$ cat src/rtl/c8ic_pkg.sv
package c8ic_pkg;

    // Sizes of the machine
    localparam int MEM_BYTES     = 4096;
    localparam int ADDR_W        = $clog2(MEM_BYTES);
    localparam int PROGRAM_START = 512;
    localparam int STACK_DEPTH   = 16;
    localparam int SP_W          = (STACK_DEPTH > 1) ? $clog2(STACK_DEPTH) : 1;
    localparam int SCREEN_WIDTH  = 64;
    localparam int SCREEN_HEIGHT = 32;
    localparam int FB_BYTES      = SCREEN_WIDTH * SCREEN_HEIGHT / 8;
    localparam int FB_AW         = $clog2(FB_BYTES);
    localparam int NUM_V         = 16;
    localparam int FONT_BYTES    = 80;

    // Hex font, five bytes per digit
    localparam logic [7:0] FONT_ROM [FONT_BYTES] = '{
        8'hF0, 8'h90, 8'h90, 8'h90, 8'hF0, 8'h20, 8'h60, 8'h20, 8'h20, 8'h70,
        8'hF0, 8'h10, 8'hF0, 8'h80, 8'hF0, 8'hF0, 8'h10, 8'hF0, 8'h10, 8'hF0,
        8'h90, 8'h90, 8'hF0, 8'h10, 8'h10, 8'hF0, 8'h80, 8'hF0, 8'h10, 8'hF0,
        8'hF0, 8'h80, 8'hF0, 8'h90, 8'hF0, 8'hF0, 8'h10, 8'h20, 8'h40, 8'h40,
        8'hF0, 8'h90, 8'hF0, 8'h90, 8'hF0, 8'hF0, 8'h90, 8'hF0, 8'h10, 8'hF0,
        8'hF0, 8'h90, 8'hF0, 8'h90, 8'h90, 8'hE0, 8'h90, 8'hE0, 8'h90, 8'hE0,
        8'hF0, 8'h80, 8'h80, 8'h80, 8'hF0, 8'hE0, 8'h90, 8'h90, 8'h90, 8'hE0,
        8'hF0, 8'h80, 8'hF0, 8'h80, 8'hF0, 8'hF0, 8'h80, 8'hF0, 8'h80, 8'h80
    };

    // Host operations
    typedef enum logic [1:0] {
        OP_MEM_WR = 2'd0,
        OP_KEY    = 2'd1,
        OP_EXEC   = 2'd2,
        OP_FB_RD  = 2'd3
    } t_op;

    // Instruction groups (top nibble)
    typedef enum logic [3:0] {
        G_SYS = 4'h0, G_JP = 4'h1, G_CALL = 4'h2, G_SE_NN = 4'h3,
        G_SNE_NN = 4'h4, G_SE_XY = 4'h5, G_LD_NN = 4'h6, G_ADD_NN = 4'h7,
        G_ALU = 4'h8, G_SNE_XY = 4'h9, G_LD_I = 4'hA, G_JP_V0 = 4'hB,
        G_RND = 4'hC, G_DRW = 4'hD, G_KEY = 4'hE, G_MISC = 4'hF
    } t_grp;

    localparam logic [11:0] SYS_CLS  = 12'h0E0;
    localparam logic [11:0] SYS_RET  = 12'h0EE;
    localparam logic [15:0] ADDR_MAX = 16'h0FFF;

    localparam logic [3:0] ALU_MOV  = 4'h0;
    localparam logic [3:0] ALU_OR   = 4'h1;
    localparam logic [3:0] ALU_AND  = 4'h2;
    localparam logic [3:0] ALU_XOR  = 4'h3;
    localparam logic [3:0] ALU_ADD  = 4'h4;
    localparam logic [3:0] ALU_SUB  = 4'h5;
    localparam logic [3:0] ALU_SHR  = 4'h6;
    localparam logic [3:0] ALU_SUBN = 4'h7;
    localparam logic [3:0] ALU_SHL  = 4'hE;

    localparam logic [7:0] KEY_DOWN = 8'h9E;
    localparam logic [7:0] KEY_UP   = 8'hA1;

    localparam logic [7:0] MISC_GET_DT = 8'h07;
    localparam logic [7:0] MISC_WAIT   = 8'h0A;
    localparam logic [7:0] MISC_SET_DT = 8'h15;
    localparam logic [7:0] MISC_SET_ST = 8'h18;
    localparam logic [7:0] MISC_ADD_I  = 8'h1E;
    localparam logic [7:0] MISC_FONT   = 8'h29;
    localparam logic [7:0] MISC_BCD    = 8'h33;
    localparam logic [7:0] MISC_STORE  = 8'h55;
    localparam logic [7:0] MISC_LOAD   = 8'h65;

    typedef struct packed {
        t_op              operation;
        logic [ADDR_W-1:0] address;
        logic [7:0]       data_byte;
        logic [3:0]       key_index;
        logic             key_down;
        logic [7:0]       random_byte;
    } t_item;

    typedef struct packed {
        logic [ADDR_W-1:0] program_counter;
        logic [15:0]      executed_opcode;
        logic             draw_flag;
        logic             waiting_for_key;
        logic             sound_on;
        logic [7:0]       read_data;
    } t_res;

    // Controller to datapath
    typedef struct packed {
        logic init_wr;
        logic cap_item;
        logic host;
        logic fetch_hi;
        logic fetch_lo;
        logic cap_lo;
        logic cap_vx;
        logic cap_vy;
        logic exec;
        logic flag_wr;
        logic cls_step;
        logic drw_rd;
        logic drw_spr;
        logic drw_b0;
        logic drw_b1;
        logic bcd_wr;
        logic st_rd;
        logic st_wr;
        logic ld_rd;
        logic ld_wr;
        logic finish;
    } t_cmd;

    // Datapath to controller
    typedef struct packed {
        logic init_last;
        logic op_exec;
        logic run;
        logic is_cls;
        logic is_drw;
        logic n_zero;
        logic is_bcd;
        logic is_st;
        logic is_ld;
        logic need_flag;
        logic cls_last;
        logic row_last;
        logic bcd_last;
        logic reg_last;
    } t_stat;

endpackage

$ cat src/rtl/c8ic_ctrl.sv
module c8ic_ctrl (
    input  logic             i_clk,
    input  logic             i_rst_n,
    input  logic             i_in_valid,
    output logic             o_in_ready,
    output logic             o_out_valid,
    input  logic             i_out_ready,
    input  c8ic_pkg::t_stat  i_stat,
    output c8ic_pkg::t_cmd   o_cmd
);

    typedef enum logic [20:0] {
        S_INIT     = 21'h000001,
        S_IDLE     = 21'h000002,
        S_HOST     = 21'h000004,
        S_FETCH_HI = 21'h000008,
        S_FETCH_LO = 21'h000010,
        S_CAP_LO   = 21'h000020,
        S_CAP_VX   = 21'h000040,
        S_CAP_VY   = 21'h000080,
        S_EXEC     = 21'h000100,
        S_FLAG     = 21'h000200,
        S_CLS      = 21'h000400,
        S_DRW_RD   = 21'h000800,
        S_DRW_SPR  = 21'h001000,
        S_DRW_B0   = 21'h002000,
        S_DRW_B1   = 21'h004000,
        S_BCD      = 21'h008000,
        S_ST_RD    = 21'h010000,
        S_ST_WR    = 21'h020000,
        S_LD_RD    = 21'h040000,
        S_LD_WR    = 21'h080000,
        S_FINISH   = 21'h100000
    } t_state;

    t_state r_state, n_state;
    logic   r_out_valid;

    // Next state and commands
    always_comb begin
        n_state    = r_state;
        o_cmd      = '0;
        o_in_ready = 1'b0;
        case (r_state)
            S_INIT: begin
                o_cmd.init_wr = 1'b1;
                if (i_stat.init_last) n_state = S_IDLE;
            end
            S_IDLE: begin
                o_in_ready = 1'b1;
                if (i_in_valid) begin
                    o_cmd.cap_item = 1'b1;
                    n_state = S_HOST;
                end
            end
            S_HOST: begin
                o_cmd.host = 1'b1;
                n_state = (i_stat.op_exec && i_stat.run) ? S_FETCH_HI : S_FINISH;
            end
            S_FETCH_HI: begin o_cmd.fetch_hi = 1'b1; n_state = S_FETCH_LO; end
            S_FETCH_LO: begin o_cmd.fetch_lo = 1'b1; n_state = S_CAP_LO; end
            S_CAP_LO:   begin o_cmd.cap_lo = 1'b1;   n_state = S_CAP_VX; end
            S_CAP_VX:   begin o_cmd.cap_vx = 1'b1;   n_state = S_CAP_VY; end
            S_CAP_VY:   begin o_cmd.cap_vy = 1'b1;   n_state = S_EXEC; end
            S_EXEC: begin
                o_cmd.exec = 1'b1;
                if (i_stat.is_cls)         n_state = S_CLS;
                else if (i_stat.is_drw)    n_state = i_stat.n_zero ? S_FLAG : S_DRW_RD;
                else if (i_stat.is_bcd)    n_state = S_BCD;
                else if (i_stat.is_st)     n_state = S_ST_RD;
                else if (i_stat.is_ld)     n_state = S_LD_RD;
                else if (i_stat.need_flag) n_state = S_FLAG;
                else                       n_state = S_FINISH;
            end
            S_FLAG: begin o_cmd.flag_wr = 1'b1; n_state = S_FINISH; end
            S_CLS: begin
                o_cmd.cls_step = 1'b1;
                if (i_stat.cls_last) n_state = S_FINISH;
            end
            S_DRW_RD:  begin o_cmd.drw_rd = 1'b1;  n_state = S_DRW_SPR; end
            S_DRW_SPR: begin o_cmd.drw_spr = 1'b1; n_state = S_DRW_B0; end
            S_DRW_B0:  begin o_cmd.drw_b0 = 1'b1;  n_state = S_DRW_B1; end
            S_DRW_B1: begin
                o_cmd.drw_b1 = 1'b1;
                n_state = i_stat.row_last ? S_FLAG : S_DRW_RD;
            end
            S_BCD: begin
                o_cmd.bcd_wr = 1'b1;
                if (i_stat.bcd_last) n_state = S_FINISH;
            end
            S_ST_RD: begin o_cmd.st_rd = 1'b1; n_state = S_ST_WR; end
            S_ST_WR: begin
                o_cmd.st_wr = 1'b1;
                n_state = i_stat.reg_last ? S_FINISH : S_ST_RD;
            end
            S_LD_RD: begin o_cmd.ld_rd = 1'b1; n_state = S_LD_WR; end
            S_LD_WR: begin
                o_cmd.ld_wr = 1'b1;
                n_state = i_stat.reg_last ? S_FINISH : S_LD_RD;
            end
            S_FINISH: begin
                // hold until the result register is free
                if (!r_out_valid || i_out_ready) begin
                    o_cmd.finish = 1'b1;
                    n_state = S_IDLE;
                end
            end
            default: n_state = S_IDLE;
        endcase
    end

    always_ff @(posedge i_clk) begin
        if (!i_rst_n) begin
            r_state     <= S_INIT;
            r_out_valid <= 1'b0;
        end else begin
            r_state <= n_state;
            if (o_cmd.finish) begin
                r_out_valid <= 1'b1;
            end else if (i_out_ready) begin
                r_out_valid <= 1'b0;
            end
        end
    end

    assign o_out_valid = r_out_valid;

    a_finish_slot_free: assert property (@(posedge i_clk) disable iff (!i_rst_n)
        o_cmd.finish |-> (!r_out_valid || i_out_ready))
        else $error("result loaded over an untaken transaction");

    a_finish_shows_result: assert property (@(posedge i_clk) disable iff (!i_rst_n)
        o_cmd.finish |=> r_out_valid)
        else $error("finished item produced no result");

    a_one_item_at_a_time: assert property (@(posedge i_clk) disable iff (!i_rst_n)
        (i_in_valid && o_in_ready) |=> !o_in_ready)
        else $error("second transaction accepted while an item is in work");

endmodule

$ cat config.mk
export PLATFORM = sky130hd
export DESIGN_NAME = c8ic_ctrl
export DESIGN_NICKNAME = d
export VERILOG_FILES = /design/src/rtl/c8ic_pkg.sv /design/src/rtl/c8ic_ctrl.sv
export SDC_FILE = /design/constraint.sdc
export NUM_CORES = 1
export LEC_CHECK = 0
export BUFFER_PORTS_ARGS = -buffer_cell sky130_fd_sc_hd__buf_4
export CAP_MARGIN = 25
export CORE_UTILIZATION = 51
export CTS_CLUSTER_DIAMETER = 80
export DETAILED_ROUTE_END_ITERATION = 16
export HOLD_SLACK_MARGIN = 0.15
export PLACE_DENSITY = 0.79
export RECOVER_POWER = 50
export SKIP_LAST_GASP = 1
export SLEW_MARGIN = 0
export SYNTH_ARGS = -nofsm -noshare
export SYNTH_HDL_FRONTEND = slang
export SYNTH_SLANG_ARGS = --single-unit
$ cat constraint.sdc
create_clock -name i_clk -period 3.3 [get_ports i_clk]
set_input_delay 0 -clock i_clk [delete_from_list [all_inputs] [get_ports i_clk]]
set_output_delay 0 -clock i_clk [all_outputs]
set_load 0.1 [all_outputs]
After elaboration in Yosys (flattened, before gate mapping):

Index checks and enable logic that the tools add are counted.

* bits in registers: 22
* input port bits: 18
* output and inout bits: 23
* word-level logic and storage cells: 76

* equality and inequality tests: 26
* mux-type cells: 43
* reduce and logical (&&, ||, !) cells: 5

Operators with widths (number)
* 21-bit case mux with 21 select lines: 1
* 21-bit two-way mux: 14
* 1-bit two-way mux: 26
* 12-bit two-way mux: 2
* 21-bit by 1-bit == test with 1-bit output (second input constant): 1
* 21-bit by 10-bit == test with 1-bit output (second input constant): 1
* 21-bit by 11-bit == test with 1-bit output (second input constant): 1
* 21-bit by 12-bit == test with 1-bit output (second input constant): 1
* 21-bit by 13-bit == test with 1-bit output (second input constant): 1
* 21-bit by 14-bit == test with 1-bit output (second input constant): 1
* 21-bit by 15-bit == test with 1-bit output (second input constant): 1
* 21-bit by 16-bit == test with 1-bit output (second input constant): 1
* 21-bit by 17-bit == test with 1-bit output (second input constant): 1
* 21-bit by 18-bit == test with 1-bit output (second input constant): 1
* 21-bit by 19-bit == test with 1-bit output (second input constant): 1
* 21-bit by 2-bit == test with 1-bit output (second input constant): 1
* 21-bit by 20-bit == test with 1-bit output (second input constant): 1
* 21-bit == test (second input constant): 1
* 21-bit by 3-bit == test with 1-bit output (second input constant): 1
* 21-bit by 4-bit == test with 1-bit output (second input constant): 1
* 21-bit by 5-bit == test with 1-bit output (second input constant): 1
* 21-bit by 6-bit == test with 1-bit output (second input constant): 1
* 21-bit by 7-bit == test with 1-bit output (second input constant): 1
* 21-bit by 8-bit == test with 1-bit output (second input constant): 1
* other kinds (7): 11

Longest topological paths before layout:

* word-level depth: 7
* gate-level depth with buffers: 9
* gate-level depth less buffers: 7

Worst setup path before layout:

OpenSTA, ideal clock, no wires.

* path kind: register to register
* from: register r_state[3]
* to: register r_state[5]
* setup time: 0.078 ns
* arrival time: 4.782 ns
* slack: -1.560 ns
* cell stages (with the launch flop): 7
* path buffers: 2
* clock period less this slack: 4.860 ns
* cell sequence: dfxtp_1 -> buf_6 -> or4_1 -> buf_2 -> or3_1 -> nor4_1 -> and3_1

* longest elaborated chain between the ends: 3

RTL lines
* start, declared: RTL line c8ic_ctrl.sv:36 `t_state r_state, n_state;`
* start signal, assigned: RTL line c8ic_ctrl.sv:117 `r_state <= n_state;`
* 21-bit == test, or another cell as far along: RTL line c8ic_ctrl.sv:44 `case (r_state)`
* 2-bit inequality test (no source line)
* 5-bit AND reduction (no source line)

Several ways; a longest one is shown, not always the timed one.
A chain may end at the register's enable or synchronous reset.

Worst setup path after layout:

* from: register r_state[2]
* to: register r_state[20]

Same word-level chain as after synthesis.

==> reports/metrics.yaml <==
cts_num_sinks: 22
hpwl_um: 3120
syn_inst: 174
placedCellCount: 238
worst_skew_pair.late_latency_ns: 0.33
ys.flop_type: "dfxtp_1"
grt_max_degree: 14
finalMaxSlewViolations: 0
area_delta_synth_final_pct: 48.8
synthesis.nets: 192
maxSlewHeadroom_pct: 21.6
syn_area_per_cell_um2: 8.16
cp-start-kind: "flop"
crit_start: "r_state[2]"
min_period_over_period_pct: 94.8
synth_top_family_by_area: "simple AND/OR/NAND/NOR gates"
synth_compound_area_share_pct: 11.0
ys_seq_elements: 22
fin_crit_ns: 3.13
setup_viol: 0
cts.clk_slew.worst_paths_ns: 0.15
nFillCells: 169
grt_overflow_total: 0
antennaDiodeCount: 0
antenna_found_initial: 0
synth_common_cells: "22 x dfxtp_1, 18 x nor2_1, 13 x nor3_1"
maxCapViolations: 0
pin_count: 41
die_w_um: 54.8
crit_path_end_kind: "flop"
p_leak_nw: 0.887
seq_area_um2: 445
r2r-start: "r_state[2]"
cts_tree: "done"
ant_nets: 0
place_congestion: 0.934
hold_start: "i_stat[3]"
worst_slew_pin_slew_ns: 1.18
drt_iter0_drc: 55
yosys.cell_count.top_type: "dfxtp_1"
yosysSeqAreaShare_pct: 31.0
synth.area.top_cells: "dfxtp_1 31%, and3_1 5.3%, nor2_1 4.8%, nor3b_1 4.8%, nor3_1 4.6%"
post_dp_cell_area_um2: 1850
post-place-ws_ns: 0.467
vdd_ir_drop_max_mv: 0.227
grt_pass1_wl_um: 6900
synthMuxAreaShare_pct: 0
synth_cell_type_count: 46
route.vias.total: 1643
cp.arrival_ns: 3.38
core_region_area_um2: 2540
drtPass1Iterations: 4
portBuffers: 40
multi_input_area_um2: 1030
async_reset_ff_share_pct: 0
num_rows: 18
routed_wl_um: 4600
start_util_pct: 55.8
syn_area_um2: 1420
die_y_um: 54.8
fmax_mhz: 320
p_total_mw: 0.618
synth_fa_ha_area_share_pct: 0
htreeDepth: 1
worstPathRequired_ns: 3.55
drc: 0
fin_area_um2: 2110
final_nets: 257
clk_path_buf_depth: 2
yosysWarnings: 0
synth_simple_gate_area_share_pct: 49.9
fin_cells: 268
synthXorXnorAreaFrac_pct: 3.08
vias_per_cell: 6.13
fin_skew_ns: 0.00812
path_max_fanout: 7
post-route-worst-setup-slack_ns: 0.171
hold_viol: 0
drive_gt1_share_pct: 30.7
die-area_um2: 3000
synth_top_cell_by_area: "dfxtp_1"
min_path_type: "in2reg"
yosysTopAreaCellShare_pct: 31.0
power_density_nw_per_um2: 293
status: "finished clean"
track_usage_pct: 33.1
cts_made_buffers: 3
rsz0062_at_grt: "no"
crit_type: "reg2reg"
grt_pass1_vias: 1531
post_drt_wl_per_cell_um: 17.2
root_buffer: "clkbuf_4"
final_util_pct: 83.0
synth_edf_count: 0
-- layout make-up --
| class | instances | area share, % |
|---|---|---|
| clock buffer | 4 | 2.25 |
| multi-input combinational | 138 | 48.5 |
| timing repair buffer | 66 | 24.9 |
| sequential | 22 | 21.1 |
| tap | 30 | 1.78 |
| inverter | 8 | 1.42 |
-- cells in the final DEF (no fill, tap or decap), drive strengths merged, types with 5 or more instances in the layout --
master       instances
inv                  7
nand2                9
and3                12
or3                  5
dfxtp               22
nor4                 9
or4                  8
dlygate4sd3         26
nor2                18
o21ai                7
nor3b                9
or2                  5
clkbuf              17
buf                 27
nor3                13
-- per-layer routing --
| metal | GRT usage (%) | part of all wire, % |
|---|---|---|
| met3 | 4.72 | 4.8 |
| met2 | 58.6 | 51 |
| met5 | 0 | 0 |
| met4 | 14.5 | 3.3 |
| met1 | 38.8 | 41 |
-- cell families after synthesis --
family	Yosys count
buffers and inverters	14
and+or+nand+nor	111
AOI/OAI and AO/OA	22
xor gates and xnor gates	5
DFF	22
-- worst max-delay path, stage by stage, from the launching register on --
cell and delay, ns:
dfxtp_1 0.41, or4_1 0.67, or4_4 0.65, nor4_4 0.37, nand3_1 0.17, dlygate4sd3_1 0.61
a31oi_1 0.17
-- repair_timing --
item,CTS,global route
hold buffers,26,0
setup endpoints to repair,0,3
buffers inserted,0,0
hold endpoints to repair,11,0
gates resized for setup,0,1
-- path summary, 6_finish.rpt --
check | endpoint | slack (ns) | cells past startpoint
max | r_state[20] | 0.17 | 6
min | r_state[4] | 0.42 | 3
min reg2reg | r_state[2] | 0.62 | 2
max reg2reg | r_state[20] | 0.17 | 6
-- stage by stage --
step | TNS, ns | hold slack (ns)
after floorplan | -0.641 | 0.119
after global placement | 0 | 0.227
after detailed placement | 0 | 0.229
after CTS | 0 | 0.222
after global routing | 0 | 0.466
final | 0 | 0.424
-- sequential cells by signal (all words and copies together) (netlist names) --
signal,flops
r_state,21
o_out_valid,1
-- report_power, final --
part / internal [mW] / switching [mW] / total, mW / leakage, nW
sequential: 0.269 / 0.00719 / 0.276 / 0.179
clock: 0.0927 / 0.0975 / 0.190 / 0.0261
combinational: 0.0601 / 0.0921 / 0.152 / 0.681
Power figures use the tool's default switching activity.
